## src/sv/assert_macros.svh

```systemverilog
// Assertion macros used by the top level of the sprite row decoder.
`ifndef ASSERT_MACROS_SVH
`define ASSERT_MACROS_SVH

// Antecedent and consequent in the same cycle, disabled while reset is low.
`define RSRD_ASSERT_SAME(lbl, clk, rst_n, ante, cons) \
    lbl: assert property (@(posedge clk) disable iff (!rst_n) (ante) |-> (cons)) \
        else $error("rsrd assertion failed");

// Consequent checked in the cycle after the antecedent.
`define RSRD_ASSERT_NEXT(lbl, clk, rst_n, ante, cons) \
    lbl: assert property (@(posedge clk) disable iff (!rst_n) (ante) |=> (cons)) \
        else $error("rsrd assertion failed");

`endif

```

## src/sv/rsrd_pkg.sv

```systemverilog
// Types, constants and register codes of the sprite row decoder.
package rsrd_pkg;

    localparam int DEF_MAX_WIDTH   = 1024;
    localparam int DEF_MAX_HEIGHT  = 1024;
    localparam int DEF_QUEUE_DEPTH = 2;

    localparam logic [7:0]  CTRL_ROW_END  = 8'h80;
    localparam logic [7:0]  CTRL_RUN_MASK = 8'h7F;
    localparam logic [11:0] ROW_OFF       = 12'hFFF;
    localparam logic [10:0] COL_MAX       = 11'd2047;

    localparam logic [1:0] CFG_IDX_FRAME_WIDTH    = 2'd0;
    localparam logic [1:0] CFG_IDX_FRAME_HEIGHT   = 2'd1;
    localparam logic [1:0] CFG_IDX_ENCODED_LENGTH = 2'd2;

    typedef enum logic [3:0] {
        PH_SKIP = 4'b0001,
        PH_CTRL = 4'b0010,
        PH_LIT  = 4'b0100,
        PH_DONE = 4'b1000
    } t_phase;

    typedef struct packed {
        logic [10:0] frame_width;
        logic [10:0] frame_height;
        logic [23:0] encoded_length;
    } t_cfg;

    typedef struct packed {
        logic [7:0] data_byte;
        logic       frame_start;
    } t_in_item;

    typedef struct packed {
        logic        pixel_valid;
        logic [19:0] pixel_addr;
        logic [7:0]  pixel_value;
        logic        frame_done;
        logic        format_error;
    } t_out_item;

    // Request handed from the front to the back: position of the write and flags.
    typedef struct packed {
        logic        pixel_valid;
        logic [10:0] column;
        logic [11:0] row;
        logic [7:0]  pixel_value;
        logic        frame_done;
        logic        format_error;
    } t_cmd;

endpackage

```

## src/sv/rsrd_queue.sv

```systemverilog
// Small register queue used between the decoder stages and at the result side.
module rsrd_queue #(
    parameter int WIDTH = 8,
    parameter int DEPTH = rsrd_pkg::DEF_QUEUE_DEPTH
) (
    input  logic             i_clk,
    input  logic             i_rst_n,
    input  logic             i_push,
    input  logic [WIDTH-1:0] i_data,
    output logic             o_full,
    input  logic             i_pop,
    output logic [WIDTH-1:0] o_data,
    output logic             o_empty
);
    localparam int PW = (DEPTH > 1) ? $clog2(DEPTH) : 1;
    localparam int CW = $clog2(DEPTH + 1);

    logic [WIDTH-1:0] r_mem [DEPTH];
    logic [PW-1:0]    r_wr_ptr, r_rd_ptr;
    logic [CW-1:0]    r_count;
    logic             w_wr, w_rd;

    assign o_full  = (r_count == CW'(DEPTH));
    assign o_empty = (r_count == '0);
    assign w_wr    = i_push && !o_full;
    assign w_rd    = i_pop && !o_empty;
    assign o_data  = r_mem[r_rd_ptr];

    always_ff @(posedge i_clk) begin
        if (w_wr) begin
            r_mem[r_wr_ptr] <= i_data;
        end
    end

    always_ff @(posedge i_clk) begin
        if (!i_rst_n) begin
            r_wr_ptr <= '0;
            r_rd_ptr <= '0;
            r_count  <= '0;
        end else begin
            if (w_wr) begin
                r_wr_ptr <= (r_wr_ptr == PW'(DEPTH - 1)) ? '0 : r_wr_ptr + 1'b1;
            end
            if (w_rd) begin
                r_rd_ptr <= (r_rd_ptr == PW'(DEPTH - 1)) ? '0 : r_rd_ptr + 1'b1;
            end
            if (w_wr && !w_rd) begin
                r_count <= r_count + 1'b1;
            end else if (w_rd && !w_wr) begin
                r_count <= r_count - 1'b1;
            end
        end
    end
endmodule

```

## src/sv/rsrd_front.sv

```systemverilog
// Front of the decoder: parses control and literal bytes and tracks position.
module rsrd_front #(
    parameter int MAX_WIDTH  = rsrd_pkg::DEF_MAX_WIDTH,
    parameter int MAX_HEIGHT = rsrd_pkg::DEF_MAX_HEIGHT
) (
    input  logic               i_clk,
    input  logic               i_rst_n,
    input  rsrd_pkg::t_cfg     i_cfg,
    input  logic               i_accept,
    input  rsrd_pkg::t_in_item i_item,
    output logic               o_cmd_valid,
    output rsrd_pkg::t_cmd     o_cmd
);
    rsrd_pkg::t_phase r_phase, n_phase;
    logic [6:0]       r_lit, n_lit;
    logic [10:0]      r_col, n_col;
    logic [11:0]      r_row, n_row;
    logic [23:0]      r_cnt, n_cnt;
    logic             r_err, n_err;

    always_comb begin
        logic        proceed;
        logic        done_now;
        logic        ok;
        logic [11:0] col_sum;
        logic [7:0]  b;

        b       = i_item.data_byte;
        n_phase = r_phase;
        n_lit   = r_lit;
        n_col   = r_col;
        n_row   = r_row;
        n_cnt   = r_cnt;
        n_err   = r_err;
        proceed  = 1'b0;
        done_now = 1'b0;
        ok       = 1'b0;
        col_sum  = '0;
        o_cmd_valid = 1'b0;
        o_cmd       = '0;

        if (i_item.frame_start) begin
            n_phase = rsrd_pkg::PH_SKIP;
            n_lit   = '0;
            n_col   = '0;
            n_row   = {1'b0, i_cfg.frame_height} - 12'd1;
            n_cnt   = '0;
            n_err   = 1'b0;
        end

        unique case (n_phase) inside
            rsrd_pkg::PH_SKIP: begin
                if (b != 8'd0) begin
                    if (n_cnt >= i_cfg.encoded_length) begin
                        // Empty frame: end it on the first nonzero byte, uncounted.
                        n_phase = rsrd_pkg::PH_DONE;
                        o_cmd_valid      = 1'b1;
                        o_cmd.frame_done = 1'b1;
                    end else begin
                        n_phase = rsrd_pkg::PH_CTRL;
                        proceed = 1'b1;
                    end
                end
            end
            rsrd_pkg::PH_CTRL, rsrd_pkg::PH_LIT: proceed = 1'b1;
            rsrd_pkg::PH_DONE: ;
            default: ;
        endcase

        if (proceed) begin
            n_cnt    = n_cnt + 24'd1;
            done_now = (n_cnt >= i_cfg.encoded_length);
            if (n_phase == rsrd_pkg::PH_LIT) begin
                ok = (n_col < i_cfg.frame_width) && (n_row < {1'b0, i_cfg.frame_height})
                    && (32'(i_cfg.frame_width) <= 32'(MAX_WIDTH))
                    && (32'(i_cfg.frame_height) <= 32'(MAX_HEIGHT));
                if (!ok) begin
                    n_err = 1'b1;
                end
                o_cmd.pixel_valid = ok;
                o_cmd.column      = n_col;
                o_cmd.row         = n_row;
                o_cmd.pixel_value = ok ? b : 8'd0;
                if (n_col < rsrd_pkg::COL_MAX) begin
                    n_col = n_col + 11'd1;
                end
                n_lit = n_lit - 7'd1;
                if (n_lit == 7'd0) begin
                    n_phase = rsrd_pkg::PH_CTRL;
                end
                o_cmd_valid = 1'b1;
            end else begin
                if (b == rsrd_pkg::CTRL_ROW_END) begin
                    n_col = '0;
                    if (n_row != rsrd_pkg::ROW_OFF) begin
                        n_row = (n_row == 12'd0) ? rsrd_pkg::ROW_OFF : n_row - 12'd1;
                    end
                end else if (b[7]) begin
                    col_sum = {1'b0, n_col} + 12'(b & rsrd_pkg::CTRL_RUN_MASK);
                    n_col   = (col_sum > {1'b0, rsrd_pkg::COL_MAX}) ? rsrd_pkg::COL_MAX
                                                                    : col_sum[10:0];
                end else if (b != 8'd0) begin
                    n_lit   = b[6:0];
                    n_phase = rsrd_pkg::PH_LIT;
                end
                o_cmd_valid = done_now;
            end
            if (done_now) begin
                n_phase = rsrd_pkg::PH_DONE;
            end
            o_cmd.frame_done = done_now;
        end
        o_cmd.format_error = n_err;
    end

    always_ff @(posedge i_clk) begin
        if (!i_rst_n) begin
            r_phase <= rsrd_pkg::PH_SKIP;
            r_lit   <= '0;
            r_col   <= '0;
            r_row   <= '0;
            r_cnt   <= '0;
            r_err   <= 1'b0;
        end else if (i_accept) begin
            r_phase <= n_phase;
            r_lit   <= n_lit;
            r_col   <= n_col;
            r_row   <= n_row;
            r_cnt   <= n_cnt;
            r_err   <= n_err;
        end
    end
endmodule

```

## src/sv/rsrd_back.sv

```systemverilog
// Back of the decoder: forms the linear pixel address from column and row.
module rsrd_back (
    input  logic                i_clk,
    input  logic                i_rst_n,
    input  logic [10:0]         i_frame_width,
    input  rsrd_pkg::t_cmd      i_cmd,
    input  logic                i_cmd_empty,
    output logic                o_cmd_pop,
    output logic                o_out_push,
    output rsrd_pkg::t_out_item o_out,
    input  logic                i_out_full
);
    logic           r_valid;
    logic [22:0]    r_prod;
    rsrd_pkg::t_cmd r_cmd;
    logic           w_adv;
    logic [23:0]    w_sum;

    // The stage moves on when it is empty or its result goes into the result queue.
    assign w_adv      = !r_valid || !i_out_full;
    assign o_cmd_pop  = w_adv && !i_cmd_empty;
    assign o_out_push = r_valid && !i_out_full;

    always_ff @(posedge i_clk) begin
        if (!i_rst_n) begin
            r_valid <= 1'b0;
        end else if (w_adv) begin
            r_valid <= !i_cmd_empty;
        end
    end

    always_ff @(posedge i_clk) begin
        if (w_adv) begin
            r_prod <= 23'(i_frame_width) * 23'(i_cmd.row);
            r_cmd  <= i_cmd;
        end
    end

    assign w_sum = {1'b0, r_prod} + 24'(r_cmd.column);

    always_comb begin
        o_out.pixel_valid  = r_cmd.pixel_valid;
        o_out.pixel_addr   = r_cmd.pixel_valid ? w_sum[19:0] : 20'd0;
        o_out.pixel_value  = r_cmd.pixel_value;
        o_out.frame_done   = r_cmd.frame_done;
        o_out.format_error = r_cmd.format_error;
    end
endmodule

```

## src/sv/rle_sprite_row_decoder_core.sv

```systemverilog
// Top level of the run-length sprite row decoder: config registers, stages and queues.
//
//  channel   direction  handshake                 payload
//  input     in         push / full               i_in  (data_byte, frame_start)
//  result    out        empty / pop               o_out (pixel and status fields)
//  config    in         i_cfg_we, i_cfg_idx       i_cfg_data (24 bits)
//
// One byte is taken every cycle while full is low; the front updates position and
// counters in that cycle, and the back adds a multiply register and the result queue.
// A result goes through the request queue, multiply register and result queue.
// Reset is synchronous and clears the front state and both queues; no clearing pass.
// full rises only when the request queue backs up behind a stalled result side.
`include "assert_macros.svh"

module rle_sprite_row_decoder_core #(
    parameter int MAX_WIDTH   = rsrd_pkg::DEF_MAX_WIDTH,
    parameter int MAX_HEIGHT  = rsrd_pkg::DEF_MAX_HEIGHT,
    parameter int QUEUE_DEPTH = rsrd_pkg::DEF_QUEUE_DEPTH
) (
    input  logic                i_clk,
    input  logic                i_rst_n,
    input  logic                push,
    output logic                full,
    input  rsrd_pkg::t_in_item  i_in,
    output logic                empty,
    input  logic                pop,
    output rsrd_pkg::t_out_item o_out,
    input  logic                i_cfg_we,
    input  logic [1:0]          i_cfg_idx,
    input  logic [23:0]         i_cfg_data
);
    localparam int CMD_W = $bits(rsrd_pkg::t_cmd);
    localparam int OUT_W = $bits(rsrd_pkg::t_out_item);

    rsrd_pkg::t_cfg      r_cfg;
    logic                w_accept;
    logic                w_cmd_valid;
    rsrd_pkg::t_cmd      w_cmd_in, w_cmd_out;
    logic                w_cmd_full, w_cmd_empty, w_cmd_pop;
    logic                w_out_push, w_out_full;
    rsrd_pkg::t_out_item w_out_in;
    logic                w_blank_ok;

    always_ff @(posedge i_clk) begin
        if (!i_rst_n) begin
            r_cfg.frame_width    <= 11'd1;
            r_cfg.frame_height   <= 11'd1;
            r_cfg.encoded_length <= 24'd0;
        end else if (i_cfg_we) begin
            case (i_cfg_idx)
                rsrd_pkg::CFG_IDX_FRAME_WIDTH:    r_cfg.frame_width    <= i_cfg_data[10:0];
                rsrd_pkg::CFG_IDX_FRAME_HEIGHT:   r_cfg.frame_height   <= i_cfg_data[10:0];
                rsrd_pkg::CFG_IDX_ENCODED_LENGTH: r_cfg.encoded_length <= i_cfg_data;
                default: ;
            endcase
        end
    end

    assign full     = w_cmd_full;
    assign w_accept = push && !w_cmd_full;

    rsrd_front #(
        .MAX_WIDTH  (MAX_WIDTH),
        .MAX_HEIGHT (MAX_HEIGHT)
    ) u_front (
        .i_clk       (i_clk),
        .i_rst_n     (i_rst_n),
        .i_cfg       (r_cfg),
        .i_accept    (w_accept),
        .i_item      (i_in),
        .o_cmd_valid (w_cmd_valid),
        .o_cmd       (w_cmd_in)
    );

    rsrd_queue #(
        .WIDTH (CMD_W),
        .DEPTH (QUEUE_DEPTH)
    ) u_cmd_queue (
        .i_clk   (i_clk),
        .i_rst_n (i_rst_n),
        .i_push  (w_accept && w_cmd_valid),
        .i_data  (w_cmd_in),
        .o_full  (w_cmd_full),
        .i_pop   (w_cmd_pop),
        .o_data  (w_cmd_out),
        .o_empty (w_cmd_empty)
    );

    rsrd_back u_back (
        .i_clk         (i_clk),
        .i_rst_n       (i_rst_n),
        .i_frame_width (r_cfg.frame_width),
        .i_cmd         (w_cmd_out),
        .i_cmd_empty   (w_cmd_empty),
        .o_cmd_pop     (w_cmd_pop),
        .o_out_push    (w_out_push),
        .o_out         (w_out_in),
        .i_out_full    (w_out_full)
    );

    rsrd_queue #(
        .WIDTH (OUT_W),
        .DEPTH (QUEUE_DEPTH)
    ) u_out_queue (
        .i_clk   (i_clk),
        .i_rst_n (i_rst_n),
        .i_push  (w_out_push),
        .i_data  (w_out_in),
        .o_full  (w_out_full),
        .i_pop   (pop),
        .o_data  (o_out),
        .o_empty (empty)
    );

    assign w_blank_ok = (o_out.pixel_addr == 20'd0) && (o_out.pixel_value == 8'd0);

    // A result without a pixel write carries zero address and value.
    `RSRD_ASSERT_SAME(a_blank_result, i_clk, i_rst_n, !empty && !o_out.pixel_valid, w_blank_ok)
    // The back only takes a request when one is waiting.
    `RSRD_ASSERT_SAME(a_cmd_pop_ok, i_clk, i_rst_n, w_cmd_pop, !w_cmd_empty)
    // A request pushed into an empty request queue is visible next cycle.
    `RSRD_ASSERT_NEXT(a_cmd_arrives, i_clk, i_rst_n, w_accept && w_cmd_valid, !w_cmd_empty)

endmodule
```

## config.mk

```make
export PLATFORM = sky130hd
export DESIGN_NAME = rle_sprite_row_decoder_core
export DESIGN_NICKNAME = d
export VERILOG_FILES = /design/src/sv/rsrd_pkg.sv /design/src/sv/rsrd_queue.sv /design/src/sv/rsrd_front.sv /design/src/sv/rsrd_back.sv /design/src/sv/rle_sprite_row_decoder_core.sv
export VERILOG_INCLUDE_DIRS = /design/src /design/src/sv
export SDC_FILE = /design/constraint.sdc
export NUM_CORES = 1
export LEC_CHECK = 0
export BUFFER_PORTS_ARGS = -buffer_cell sky130_fd_sc_hd__buf_2
export CAP_MARGIN = 20
export CELL_PAD_IN_SITES_DETAIL_PLACEMENT = 1
export CELL_PAD_IN_SITES_GLOBAL_PLACEMENT = 1
export CORE_MARGIN = 4
export CORE_UTILIZATION = 54
export CTS_CLUSTER_DIAMETER = 200
export DETAILED_ROUTE_END_ITERATION = 8
export PLACE_DENSITY = 0.95
export RECOVER_POWER = 100
export SYNTH_ARGS = -nofsm -noshare
export SYNTH_HDL_FRONTEND = slang
export SYNTH_SLANG_ARGS = --single-unit
export TNS_END_PERCENT = 5
```

## constraint.sdc

```tcl
create_clock -name i_clk -period 26.2 [get_ports i_clk]
set_clock_uncertainty 0.2 [all_clocks]
set_input_delay 2.62 -clock i_clk [delete_from_list [all_inputs] [get_ports i_clk]]
set_output_delay 2.62 -clock i_clk [all_outputs]
set_load 0.02 [all_outputs]
```

Word level (Yosys, flattened, before mapping)
Memories as Yosys holds them, arrays and structs flattened. A register that Yosys moved wholly into a read port is not among the register bits.
Index checks and enable logic that the tools add are counted.
W data, S select, Z words.
{"block": "totals", "output_inout_bits": 33, "latchBits": 0, "ramBits": 130, "n_memories": 2, "inputBits": 40, "regBits": 156, "elab_cells": 159, "rom_bits": 0}
{"memory": "u_cmd_queue.r_mem", "depth": 2, "word_bits": 34, "read_ports": 1, "rd_ports_with_merged_regs": 1, "wr": 1, "line": "rsrd_queue.sv:18", "source": "logic [WIDTH-1:0] r_mem [DEPTH];"}
{"memory": "u_out_queue.r_mem", "depth": 2, "word_bits": 31, "read_ports": 1, "rd_ports_with_merged_regs": 1, "wr": 1, "line": "rsrd_queue.sv:18"}
{"block": "classes", "add_sub_neg": 15, "shift": 0, "magnitude_cmp": 8, "n_reduce_logical": 37, "muxes": 64, "div_mod_pow": 0, "n_mul": 1, "n_bitwise": 0, "eq_ne": 10}
{"cell": "$mux W11", "count": 7}
{"cell": "$mux W12", "count": 6}
{"cell": "$ge A24 B24 Y1", "count": 2}
{"cell": "$mux W24", "count": 2}
{"cell": "$mux W4", "count": 11}
{"cell": "$mux W7", "count": 6}
{"cell": "$mux W33", "count": 1}
{"cell": "$mux W32", "count": 1}
{"cell": "$add A24 B1 Y24 const B", "count": 1}
{"cell": "$mux W1", "count": 23}
{"cell": "$le A11 B11 Y1 const B", "count": 2}
{"cell": "$add A20 B11 Y20", "count": 1}
{"cell": "$mul A11 B12 Y20", "count": 1}
{"cell": "$mux W20", "count": 1}
{"cell": "$logic_and A1 B1 Y1", "count": 15}
{"cell": "$add A11 B7 Y12", "count": 1}
{"cell": "$gt A12 B11 Y1 const B", "count": 1}
{"cell": "$logic_not A12 Y1", "count": 1}
{"cell": "$lt A12 B11 Y1", "count": 1}
{"cell": "$ne A12 B12 Y1 const B", "count": 1}
{"cell": "$sub A11 B1 Y12 const B", "count": 1}
{"cell": "$sub A12 B1 Y12 const B", "count": 1}
{"cell": "$add A11 B1 Y11 const B", "count": 1}
{"cell": "$lt A11 B11 Y1", "count": 1}
{"cell": "other kinds (22)", "count": 46}

Depth between registers and ports, before layout
Gate-level depths: netlist (run 1).
{"block": "depth", "ltp_word": 14, "depth_mapped": 26, "mapped_depth_nobuf": 21}

Cells and area by module
From an unflattened synthesis (run 1), not the netlist that was laid out.
{"block": "hier_totals", "cells_unflattened": 2063, "hier_area_um2": 20134.3}
{"mod": "rsrd_front", "area_per_inst_um2": 6931.6, "seq_area_each_um2": 1181.1, "cells_per_inst": 966, "n_inst": 1}
{"mod": "rsrd_back", "area_per_inst_um2": 6284.8, "seq_area_each_um2": 1281.2, "cells_per_inst": 663, "n_inst": 1}
{"mod": "rsrd_queue (u_cmd_queue)", "area_per_inst_um2": 2686.3, "seq_area_each_um2": 2142.1, "cells_per_inst": 131, "n_inst": 1}
{"mod": "rsrd_queue (u_out_queue)", "area_per_inst_um2": 2459.9, "seq_area_each_um2": 1961.9, "cells_per_inst": 121, "n_inst": 1}
{"mod": "rle_sprite_row_decoder_core", "area_per_inst_um2": 1771.7, "seq_area_each_um2": 920.9, "cells_per_inst": 182, "n_inst": 1}

Least setup slack after synthesis (run 1)
Ideal clock, no wire load.
{"block": "synth_timing", "kind": "input -> register", "startpoint": "input port i_in[0] (netlist bit)", "endpoint": "memory u_cmd_queue.r_mem[0][0] (netlist bit) (enable)", "path_slack_ns": 16.189, "required_ns": 25.523, "n_path_buf": 6, "path_stages": 22, "t_arrival_ns": 9.334, "setup_time_ns": 0.477, "path_cell_list": "buf_2 -> clkbuf_1 -> buf_2 -> buf_1 -> buf_1 -> clkbuf_1 -> nor2b_1 -> ha_1 -> nand3_1 -> or2_2 -> or4_1 -> nor4_1 -> nand2_1 -> xnor2_1 -> ha_1 -> nand4_1 -> nor2_1 -> o21ai_0 -> o2111ai_1 -> a41o_1 -> a21oi_1 -> a211oi_1"}
{"block": "synth_via", "elab_chain_len": 12, "elab_cells_between_ends": 25, "classes_between": "add/sub (1); order compare (2); eq/ne (4); mux (15); reduce/logical (3)"}
{"item": "start, declared", "line": "rle_sprite_row_decoder_core.sv:24", "source": "input rsrd_pkg::t_in_item i_in,"}
{"item": "parallel branches: the longest is 7 deep, another holds $add A24 B1 Y24"}
{"item": "$mux W1 *", "line": "rsrd_front.sv:70", "source": "if (proceed) begin"}
{"item": "$logic_and A1 B1 Y1 *", "line": "rle_sprite_row_decoder_core.sv:81", "source": ".i_push (w_accept && w_cmd_valid),"}
{"item": "$logic_and A1 B1 Y1 *", "line": "rsrd_queue.sv:25", "source": "assign w_wr = i_push && !o_full;"}
{"item": "$mux W1 *", "line": "rsrd_queue.sv:30", "source": "if (w_wr) begin"}
{"item": "$mux W1 (implied by the code) *", "line": "rsrd_queue.sv:31", "source": "r_mem[r_wr_ptr] <= i_data;"}
{"item": "end, declared", "line": "rsrd_queue.sv:18"}
Mark *: on every way between the ends.

Worst setup path in the final report (run 1)
{"block": "layout_timing", "startpoint": "input port i_in[0] (netlist bit)", "endpoint": "memory u_cmd_queue.r_mem[1][20] (netlist bit) (enable)"}
Same word-level chain as after synthesis.

==> flow_metrics.env, run 1 <==
export IMPL_status="complete, but fails checks"
export IMPL_violations="capacitance limit, slew limit"
export IMPL_cp_common_cell="clkbuf_1"
export IMPL_critPathMaxStageDelay_ns=1.63
export IMPL_timing_rr_end="u_back.r_prod[18]"
export IMPL_globalplace_congestion=0.907
export IMPL_cap_violations=11
export IMPL_tns_ns=0
export IMPL_drc=0
export IMPL_hold_end="u_out_queue.r_mem[0][7]"
export IMPL_antennaDiodeCount=0
export IMPL_seq_area_frac_synth_pct=38.1
export IMPL_synth_ff_latch_count=288
export IMPL_gr_total_overflow=0
export IMPL_synthFlopType="edfxtp_1"
export IMPL_cp_arrival_ns=10.32
export IMPL_core_region_area_um2=35700
export IMPL_post_cts_resized=0
export IMPL_hold_start="u_back.o_out[7]"
export IMPL_min_path_type="flop to flop"
export IMPL_worstHoldPathCells=0
export IMPL_ctsHoldBuffers=0
export IMPL_dp_cells=2523
export IMPL_worstMarginPinSlew_ns=3.00
export IMPL_hold_viol_final=0
export IMPL_reg2reg_depth=17
export IMPL_synth_warnings=0
export IMPL_period_share_pct=40.2
export IMPL_cts_max_level=2
export IMPL_cts_tree="built"
export IMPL_port_buffers=72
export IMPL_cts_sinks=288
export IMPL_crit_required_ns=25.97
export IMPL_antenna_found_initial=0
export IMPL_finalSetupViolations=0
export IMPL_final_cells=2586
export IMPL_ios=73
export IMPL_clock_path_buffers=3
export IMPL_hpwlAfterDp_mm=44.9
export IMPL_p_per_area_nw_per_um2=82.6
export IMPL_dr_pass1_iters=5
export IMPL_crit_buf_inv=6
export IMPL_drt_iter0_drc=1069
export IMPL_leakage_nw=8.64
export IMPL_cts_root_buf="clkbuf_16"
export IMPL_syn_inst=2057
export IMPL_mostFrequentLayoutCell="nand2_1"
export IMPL_whs_ns=0.248
export IMPL_chipWidth_um=199
export IMPL_crit_chain="clkbuf_1, clkbuf_1, clkinv_1, nand2_1, inv_1, nand4_1, nor2_1, and2_0, and3_1, xor2_1, ha_1, a21oi_1, nor3b_1, o2111ai_1, a41o_1, a21oi_1, inv_1, o211a_1, clkbuf_1"
export IMPL_die_area_um2=39600
export IMPL_setup_worst_path_start_class="primary input"
export IMPL_synth_nets=2329
export IMPL_grt_pass1_vias=17900
export IMPL_start_util_pct=55.0
export IMPL_rows=69
export IMPL_clk_latency_ns=0.53
export IMPL_via_count=16200
export IMPL_vias_per_cell=6.28
export IMPL_nets=2371
export IMPL_rrSetupSlack_ns=17.66
export IMPL_ys_types=84
export IMPL_post_place_ws_ns=17.49
export IMPL_grt_pass1_wl_mm=99.0
export IMPL_async_reset_ff_share_pct=0
export IMPL_numCtsBuffers=35
export IMPL_area_growth_pct=8.78
export IMPL_synth_edf_count=172
export IMPL_slew_viol_final=462
export IMPL_period_minus_slack_ns=10.55
export IMPL_grt_start_max_net_pins=62
export IMPL_antenna_left=0
export IMPL_rsz0062_at_grt="no"
export IMPL_final_layout_size_suffix_gt1_share_pct=8.33
export IMPL_slowest_stage="clkbuf_1"
export IMPL_cts_setup_buffers=0
export IMPL_grt_use_total_pct=31.7
export IMPL_cp_top_family="buffers and inverters"
export IMPL_fmax_mhz=94.8
export IMPL_crit_type="primary input to flop"
export IMPL_path_max_fanout=49
export IMPL_path_clk_slew_ns=0.06
export IMPL_end_kind="flop"
export IMPL_slew_headroom_pct=-100
export IMPL_peakVddDrop_mv=0.0516
export IMPL_fin_ws_ns=15.65
export IMPL_wirelength_mm=62.5
export IMPL_netlist_area_um2=19700
export IMPL_postSynthAreaPerCell_um2=9.56
export IMPL_fill_cells=4042
export IMPL_die_h_um=199
export IMPL_final_cell_mix="225 x nand2_1, 184 x inv_1, 178 x nor2_1, 172 x edfxtp_1, 143 x ha_1"
export IMPL_wl_per_cell_um=24.2
sequential cells by signal (all words and copies together) (netlist names), named ones only:
signal	cells
u_front.r_err	1
u_out_queue.r_wr_ptr	1
u_front.r_phase	4
u_cmd_queue.r_rd_ptr	1
u_cmd_queue.r_mem	68
u_front.r_cnt	24
u_back.o_out	11
u_out_queue.r_mem	62
u_back.r_prod	20
u_back.r_cmd	11
u_out_queue.r_rd_ptr	1
u_cmd_queue.r_count	2
r_cfg	46
u_cmd_queue.r_wr_ptr	1
u_front.r_row	12
u_back.r_valid	1
u_front.r_col	11
u_out_queue.r_count	2
u_front.r_lit	7
where the power goes:
group	internal [mW]	switching, mW	leakage (nW)
Combinational	0.235	0.412	5.50
Clock	0.266	0.203	0.530
Sequential	0.596	0.0568	2.61
worst max-delay path by stage:
stage,from,cells after the start,end
floorplan,i_in[0],22,u_cmd_queue.r_mem[0][0]
global placement,i_in[0],20,u_cmd_queue.r_count[1]
detailed placement,i_in[0],20,u_cmd_queue.r_count[1]
CTS,i_in[0],20,u_cmd_queue.r_count[1]
global route,i_in[0],20,u_cmd_queue.r_mem[1][1]
finish,i_in[0],19,u_cmd_queue.r_mem[1][20]
Yosys cell counts (29+ instances only):
cell / instances / area share [%]
nand3_1: 41 / 1.0
and2_1: 50 / 1.6
fa_1: 89 / 9.1
clkbuf_1: 68 / 1.3
inv_1: 184 / 3.5
nand2_1: 225 / 4.3
edfxtp_1: 172 / 26
nor2_1: 178 / 3.4
dfxtp_1: 116 / 12
nor3_1: 29 / 0.74
nor2b_1: 31 / 0.99
ha_1: 143 / 9.1
mux2_2: 66 / 3.8
a21oi_1: 134 / 3.4
o21ai_0: 95 / 2.4
xnor2_1: 47 / 2.1
cell families after synthesis:
family | count (synthesis) | share of synthesized area, %
AND/OR/NAND/NOR | 686 | 16.8
AO/OA/AOI/OAI | 421 | 13.9
flip-flops | 288 | 38.1
buffers and inverters | 277 | 5.36
adder cells (fa/ha/maj) | 232 | 18.1
multiplexers | 80 | 4.49
XOR/XNOR | 73 | 3.25
stage by stage:
stage / utilization [%] / cell area (um2) / power, mW
6_report: 59.9 / 21400 / 1.77
5_1_grt: 59.9 / 21400 / 1.86
4_1_cts: 60.2 / 21500 / 1.78
3_5_place_dp: 57.2 / 20400 / 1.29
3_3_place_gp: 57.2 / 20400 / 1.22
2_1_floorplan: - / 19700 / 1.08
metal layers:
metal / GRT usage [%] / wire length (um) / up-vias / part of all wire [%]
li1: - / - / 7286 / -
met1: 36.8 / 23400 / 8096 / 37
met2: 58.8 / 32700 / 650 / 52
met3: 3.90 / 3410 / 208 / 5.5
met4: 14.0 / 3050 / 0 / 4.9
met5: 0 / 0 / - / 0
final cells by class:
type | count | area, um2 | area share, %
inverters | 191 | 717 | 3.35
flip-flops and latches | 288 | 7490 | 35.0
repair buffers | 91 | 410 | 1.92
clock buffers | 44 | 941 | 4.40
clock inverters | 19 | 141 | 0.661
well taps | 461 | 577 | 2.70
multi-input cells | 1492 | 11100 | 52.0
No activity file was read; power rests on OpenSTA's default activity.
==> run 2: changes to the inputs <==
Settings changed: CORE_UTILIZATION 54 to 50, PLACE_DENSITY 0.95 to 0.9.
Clock period 26.2 ns to 10.4 ns, I/O delays scaled along.
==> flow_metrics.env, run 2 (synthesized netlist as in run 1, its figures left out) <==
export IMPL_globalRouteMet3Util_pct=3.84
export IMPL_nets=2369
export IMPL_grt_busiest_layer="met2"
export IMPL_end_kind="flop"
export IMPL_finalSetupViolations=0
export IMPL_crit_type="flop to flop"
export IMPL_gr_total_overflow=0
export IMPL_status="complete, but fails checks"
export IMPL_setup_worst_path_start_class="flop"
export IMPL_port_buffers=72
export IMPL_cts_root_buf="clkbuf_16"
export IMPL_grt_use_met1_pct=33.8
export IMPL_fmax_mhz=117
export IMPL_cts_tree="built"
export IMPL_start_util_pct=50.8
export IMPL_violations="capacitance limit, slew limit"
export IMPL_hold_viol_final=0
export IMPL_ctsHoldBuffers=0
export IMPL_clk_latency_ns=0.54
export IMPL_grt_pass1_vias=17600
export IMPL_cts_setup_buffers=0
export IMPL_rsz0062_at_grt="no"
export IMPL_fin_ws_ns=1.82
export IMPL_use_met2_pct=50.7
export IMPL_numCtsBuffers=34
export IMPL_vias_per_cell=6.04
export IMPL_leakage_nw=8.66
export IMPL_period_share_pct=82.5
export IMPL_final_layout_size_suffix_gt1_share_pct=8.38
export IMPL_reg2reg_depth=18
export IMPL_worstMarginPinSlew_ns=3.69
export IMPL_path_clk_slew_ns=0.06
export IMPL_rows=72
export IMPL_core_region_area_um2=38700
export IMPL_cts_sinks=288
export IMPL_slew_viol_final=390
export IMPL_grt_use_total_pct=28.1
export IMPL_area_growth_pct=9.08
export IMPL_cp_arrival_ns=8.66
export IMPL_wl_per_cell_um=22.5
export IMPL_die_h_um=206
export IMPL_drt_iter0_drc=955
export IMPL_dr_pass1_iters=5
export IMPL_drc=0
export IMPL_grt_start_max_net_pins=74
export IMPL_period_minus_slack_ns=8.58
export IMPL_globalplace_congestion=0.928
export IMPL_chipWidth_um=206
export IMPL_tns_ns=0
export IMPL_antenna_found_initial=0
export IMPL_largest_reg_flops=68
export IMPL_cap_violations=9
export IMPL_hpwlAfterDp_mm=42.7
export IMPL_ios=73
export IMPL_p_per_area_nw_per_um2=205
export IMPL_grt_pass1_wl_mm=95.1
export IMPL_peakVddDrop_mv=0.124
export IMPL_wirelength_mm=59.5
export IMPL_post_cts_resized=0
export IMPL_post_place_ws_ns=2.80
export IMPL_clock_path_buffers=3
export IMPL_slew_headroom_pct=-146
export IMPL_top_register="u_cmd_queue.r_mem"
export IMPL_die_area_um2=42600
export IMPL_min_path_type="flop to flop"
export IMPL_final_cell_mix="225 x nand2_1, 183 x inv_1, 177 x nor2_1, 172 x edfxtp_1, 143 x ha_1"
export IMPL_via_count=16000
export IMPL_cts_max_level=2
export IMPL_worstHoldPathCells=0
export IMPL_path_max_fanout=44
export IMPL_antenna_left=0
export IMPL_mostFrequentLayoutCell="nand2_1"
export IMPL_antennaDiodeCount=0
export IMPL_reg_top3="u_cmd_queue.r_mem: 68 flops, u_out_queue.r_mem: 62 flops, r_cfg: 46 flops"
export IMPL_crit_required_ns=10.48
-- run 2: cell count changes in the layout (fill, tap and decap cells not counted), moves of 3 or more --
cell,previous run,this run
a31oi_1,14,17
buf_4,5,8
clkbuf_1,53,50
mux2_1,14,17
mux2_2,52,49
-- run 2: through the flow --
stage               area, um2  total power, mW  hold WS, ns  util (%)  std cells
floorplan               19700             2.73        0.221         -       2057
global placement        20500             3.09        0.223      52.9       2578
detailed placement      20500             3.23        0.235      52.9       2578
CTS                     21600             4.44        0.246      55.7       2640
global route            21500             4.65        0.248      55.4       2641
finish                  21500             4.40        0.244      55.4       2641
-- run 2: power breakdown --
| group | internal (mW) | switching (mW) | leakage, nW |
|---|---|---|---|
| logic | 0.590 | 1.01 | 5.52 |
| registers | 1.50 | 0.128 | 2.61 |
| clock network | 0.662 | 0.509 | 0.527 |
| total | 2.75 | 1.65 | 8.66 |
-- run 2: layout make-up --
cell class,instances,area [um2]
clock buffer,45,922
clock inverter,17,160
fill,4404,17300
inverter,191,717
multi-input combinational,1492,11100
sequential,288,7490
tap,518,648
timing repair buffer,90,418
-- run 2: layer usage --
metal	routed length (um)	vias up
met5	0	-
met2	30400	523
met1	23400	7961
li1	-	7291
met4	2700	0
met3	2930	188
-- run 2: path summary, 6_finish.rpt --
| path | endpoint | start | slack, ns |
|---|---|---|---|
| max reg2reg | u_back.r_prod[19] | flop | 1.82 |
| max | u_back.r_prod[19] | flop | 1.82 |
| min | u_out_queue.r_mem[0][1] | u_back.o_out[1] | 0.24 |
| min reg2reg | u_out_queue.r_mem[0][1] | u_back.o_out[1] | 0.24 |
-- run 2: worst max-delay path, stage by stage, from the launching register on --
cell and delay (ns):
dfxtp_1 0.31, clkbuf_1 1.89, mux2i_1 0.91, nor2_1 0.41
fa_1 0.51, fa_1 0.50, fa_1 0.53, fa_1 0.56
inv_1 0.06, fa_1 0.53, inv_1 0.04, ha_1 0.34
and2_0 0.24, nand2_1 0.09, a211oi_1 0.32, nor3_1 0.17
o31ai_1 0.34, a21oi_1 0.15, xnor2_1 0.16
==> run 3: changes to the inputs <==
Settings changed: CORE_UTILIZATION 50 to 45, PLACE_DENSITY 0.9 to 0.86.
Clock period 10.4 ns to 7.6 ns, I/O delays scaled along.
==> flow_metrics.env, run 3 (synthesized netlist as in run 1, its figures left out) <==
export IMPL_status="complete, but fails checks"
export IMPL_violations="capacitance limit, slew limit"
export IMPL_worstHoldPathCells=0
export IMPL_dpl_instance_area_um2=20600
export IMPL_hold_viol_final=0
export IMPL_end_kind="flop"
export IMPL_drt_iter0_drc=1037
export IMPL_p_per_area_nw_per_um2=281
export IMPL_path_clk_slew_ns=0.06
export IMPL_cts_root_buf="clkbuf_16"
export IMPL_total_switching_power_mw=2.22
export IMPL_grt_start_max_net_pins=62
export IMPL_top_register="u_cmd_queue.r_mem"
export IMPL_chipWidth_um=217
export IMPL_cp_arrival_ns=7.02
export IMPL_min_path_type="flop to flop"
export IMPL_peakVddDrop_mv=0.170
export IMPL_final_layout_size_suffix_gt1_share_pct=8.61
export IMPL_start_util_pct=45.6
export IMPL_final_cells=2710
export IMPL_antennaDiodeCount=0
export IMPL_fill_cells=4940
export IMPL_crit_type="flop to flop"
export IMPL_cts_setup_buffers=0
export IMPL_cts_max_level=2
export IMPL_cts_sinks=288
export IMPL_rsz0062_at_grt="no"
export IMPL_period_minus_slack_ns=6.91
export IMPL_die_area_um2=47100
export IMPL_dp_cells=2649
export IMPL_power_total_mw=6.08
export IMPL_numCtsBuffers=34
export IMPL_crit_required_ns=7.71
export IMPL_via_count=15800
export IMPL_slew_viol_final=276
export IMPL_drc=0
export IMPL_tns_ns=0
export IMPL_ios=73
export IMPL_sw_frac_of_total_pct=36.6
export IMPL_finalSetupViolations=0
export IMPL_clkPwrFrac_pct=27.6
export IMPL_whs_ns=0.253
export IMPL_slew_headroom_pct=-103
export IMPL_timing_rr_end="u_back.r_prod[18]"
export IMPL_reg_top3="u_cmd_queue.r_mem: 68 flops, u_out_queue.r_mem: 62 flops, r_cfg: 46 flops"
export IMPL_rows=76
export IMPL_fmax_mhz=145
export IMPL_vias_per_cell=5.85
export IMPL_reg2reg_depth=18
export IMPL_antenna_found_initial=0
export IMPL_antenna_left=0
export IMPL_hpwlAfterDp_mm=43.0
export IMPL_leakage_nw=8.73
export IMPL_wl_per_cell_um=21.7
export IMPL_grt_pass1_wl_mm=93.3
export IMPL_path_max_fanout=23
export IMPL_globalplace_congestion=0.905
export IMPL_period_share_pct=90.9
export IMPL_seqPwrFrac_pct=37.0
export IMPL_cap_violations=6
export IMPL_ctsHoldBuffers=0
export IMPL_clock_path_buffers=3
export IMPL_p_int_mw=3.86
export IMPL_largest_reg_flops=68
export IMPL_worstMarginPinSlew_ns=3.04
export IMPL_grt_use_total_pct=24.7
export IMPL_final_core_util_pct=50.2
export IMPL_setup_worst_path_start_class="flop"
export IMPL_fin_ws_ns=0.689
export IMPL_cts_tree="built"
export IMPL_clk_latency_ns=0.57
export IMPL_crit_end="u_back.r_prod[18]"
export IMPL_gr_total_overflow=0
export IMPL_post_place_ws_ns=1.10
export IMPL_final_cell_mix="225 x nand2_1, 184 x inv_1, 178 x nor2_1, 172 x edfxtp_1, 143 x ha_1"
export IMPL_area_growth_pct=10.1
export IMPL_die_h_um=217
export IMPL_final_area_um2=21700
export IMPL_combPwrFrac_pct=35.4
export IMPL_dr_pass1_iters=5
export IMPL_port_buffers=72
export IMPL_nets=2373
export IMPL_core_region_area_um2=43200
export IMPL_post_cts_resized=0
export IMPL_grt_pass1_vias=17400
export IMPL_wirelength_mm=58.8
export IMPL_mostFrequentLayoutCell="nand2_1"
export IMPL_rrSetupSlack_ns=0.69
run 3: power by group through the flow:
stage / Clock [mW] / Combinational, mW / Sequential, mW
after floorplan: 0 / 1.57 / 2.17
after global placement: 0 / 1.99 / 2.24
final: 1.68 / 2.15 / 2.25
after CTS: 1.72 / 2.19 / 2.25
after detailed placement: 0 / 2.14 / 2.27
after global routing: 1.78 / 2.37 / 2.28
run 3: worst min path at each step:
stage | startpoint | endpoint | slack, ns
after floorplan | u_back.o_out[0] | u_out_queue.r_mem[0][0] | 0.22
after global placement | u_back.o_out[7] | u_out_queue.r_mem[0][7] | 0.22
after detailed placement | u_back.o_out[4] | u_out_queue.r_mem[1][4] | 0.23
after CTS | i_cfg_data[23] | r_cfg[23] | 0.24
after global routing | i_cfg_data[19] | r_cfg[19] | 0.25
final | u_back.o_out[4] | u_out_queue.r_mem[0][4] | 0.25
run 3: per-layer routing:
metal | track usage [%] | up-vias | wire (um)
li1 | - | 7284 | -
met1 | 29.2 | 7973 | 23600
met2 | 45.9 | 451 | 30800
met4 | 8.37 | 0 | 1980
met3 | 3.50 | 136 | 2410
met5 | 0 | - | 0
run 3: critical path, cell delays in order, from the launching register on:
cell and delay (ns):
dfxtp_1 1.05, mux2i_1 0.79, nor2_1 0.14, fa_1 0.52
inv_1 0.05, fa_1 0.48, inv_1 0.06, fa_1 0.51
fa_1 0.55, inv_1 0.06, fa_1 0.53, inv_1 0.04
ha_1 0.33, and2_1 0.20, nand4_1 0.18, a311oi_1 0.52
a221o_1 0.24, a21oi_1 0.07, xnor2_1 0.12
run 3: cell type report:
class                           count  area, um2  area share (%)
Timing Repair Buffer               94        448            2.07
Sequential cell                   288       7490            34.6
Clock inverter                     15        200           0.924
Clock buffer                       45        933            4.31
Inverter                          191        717            3.31
Multi-Input combinational cell   1492      11200            51.5
Tap cell                          585        732            3.38
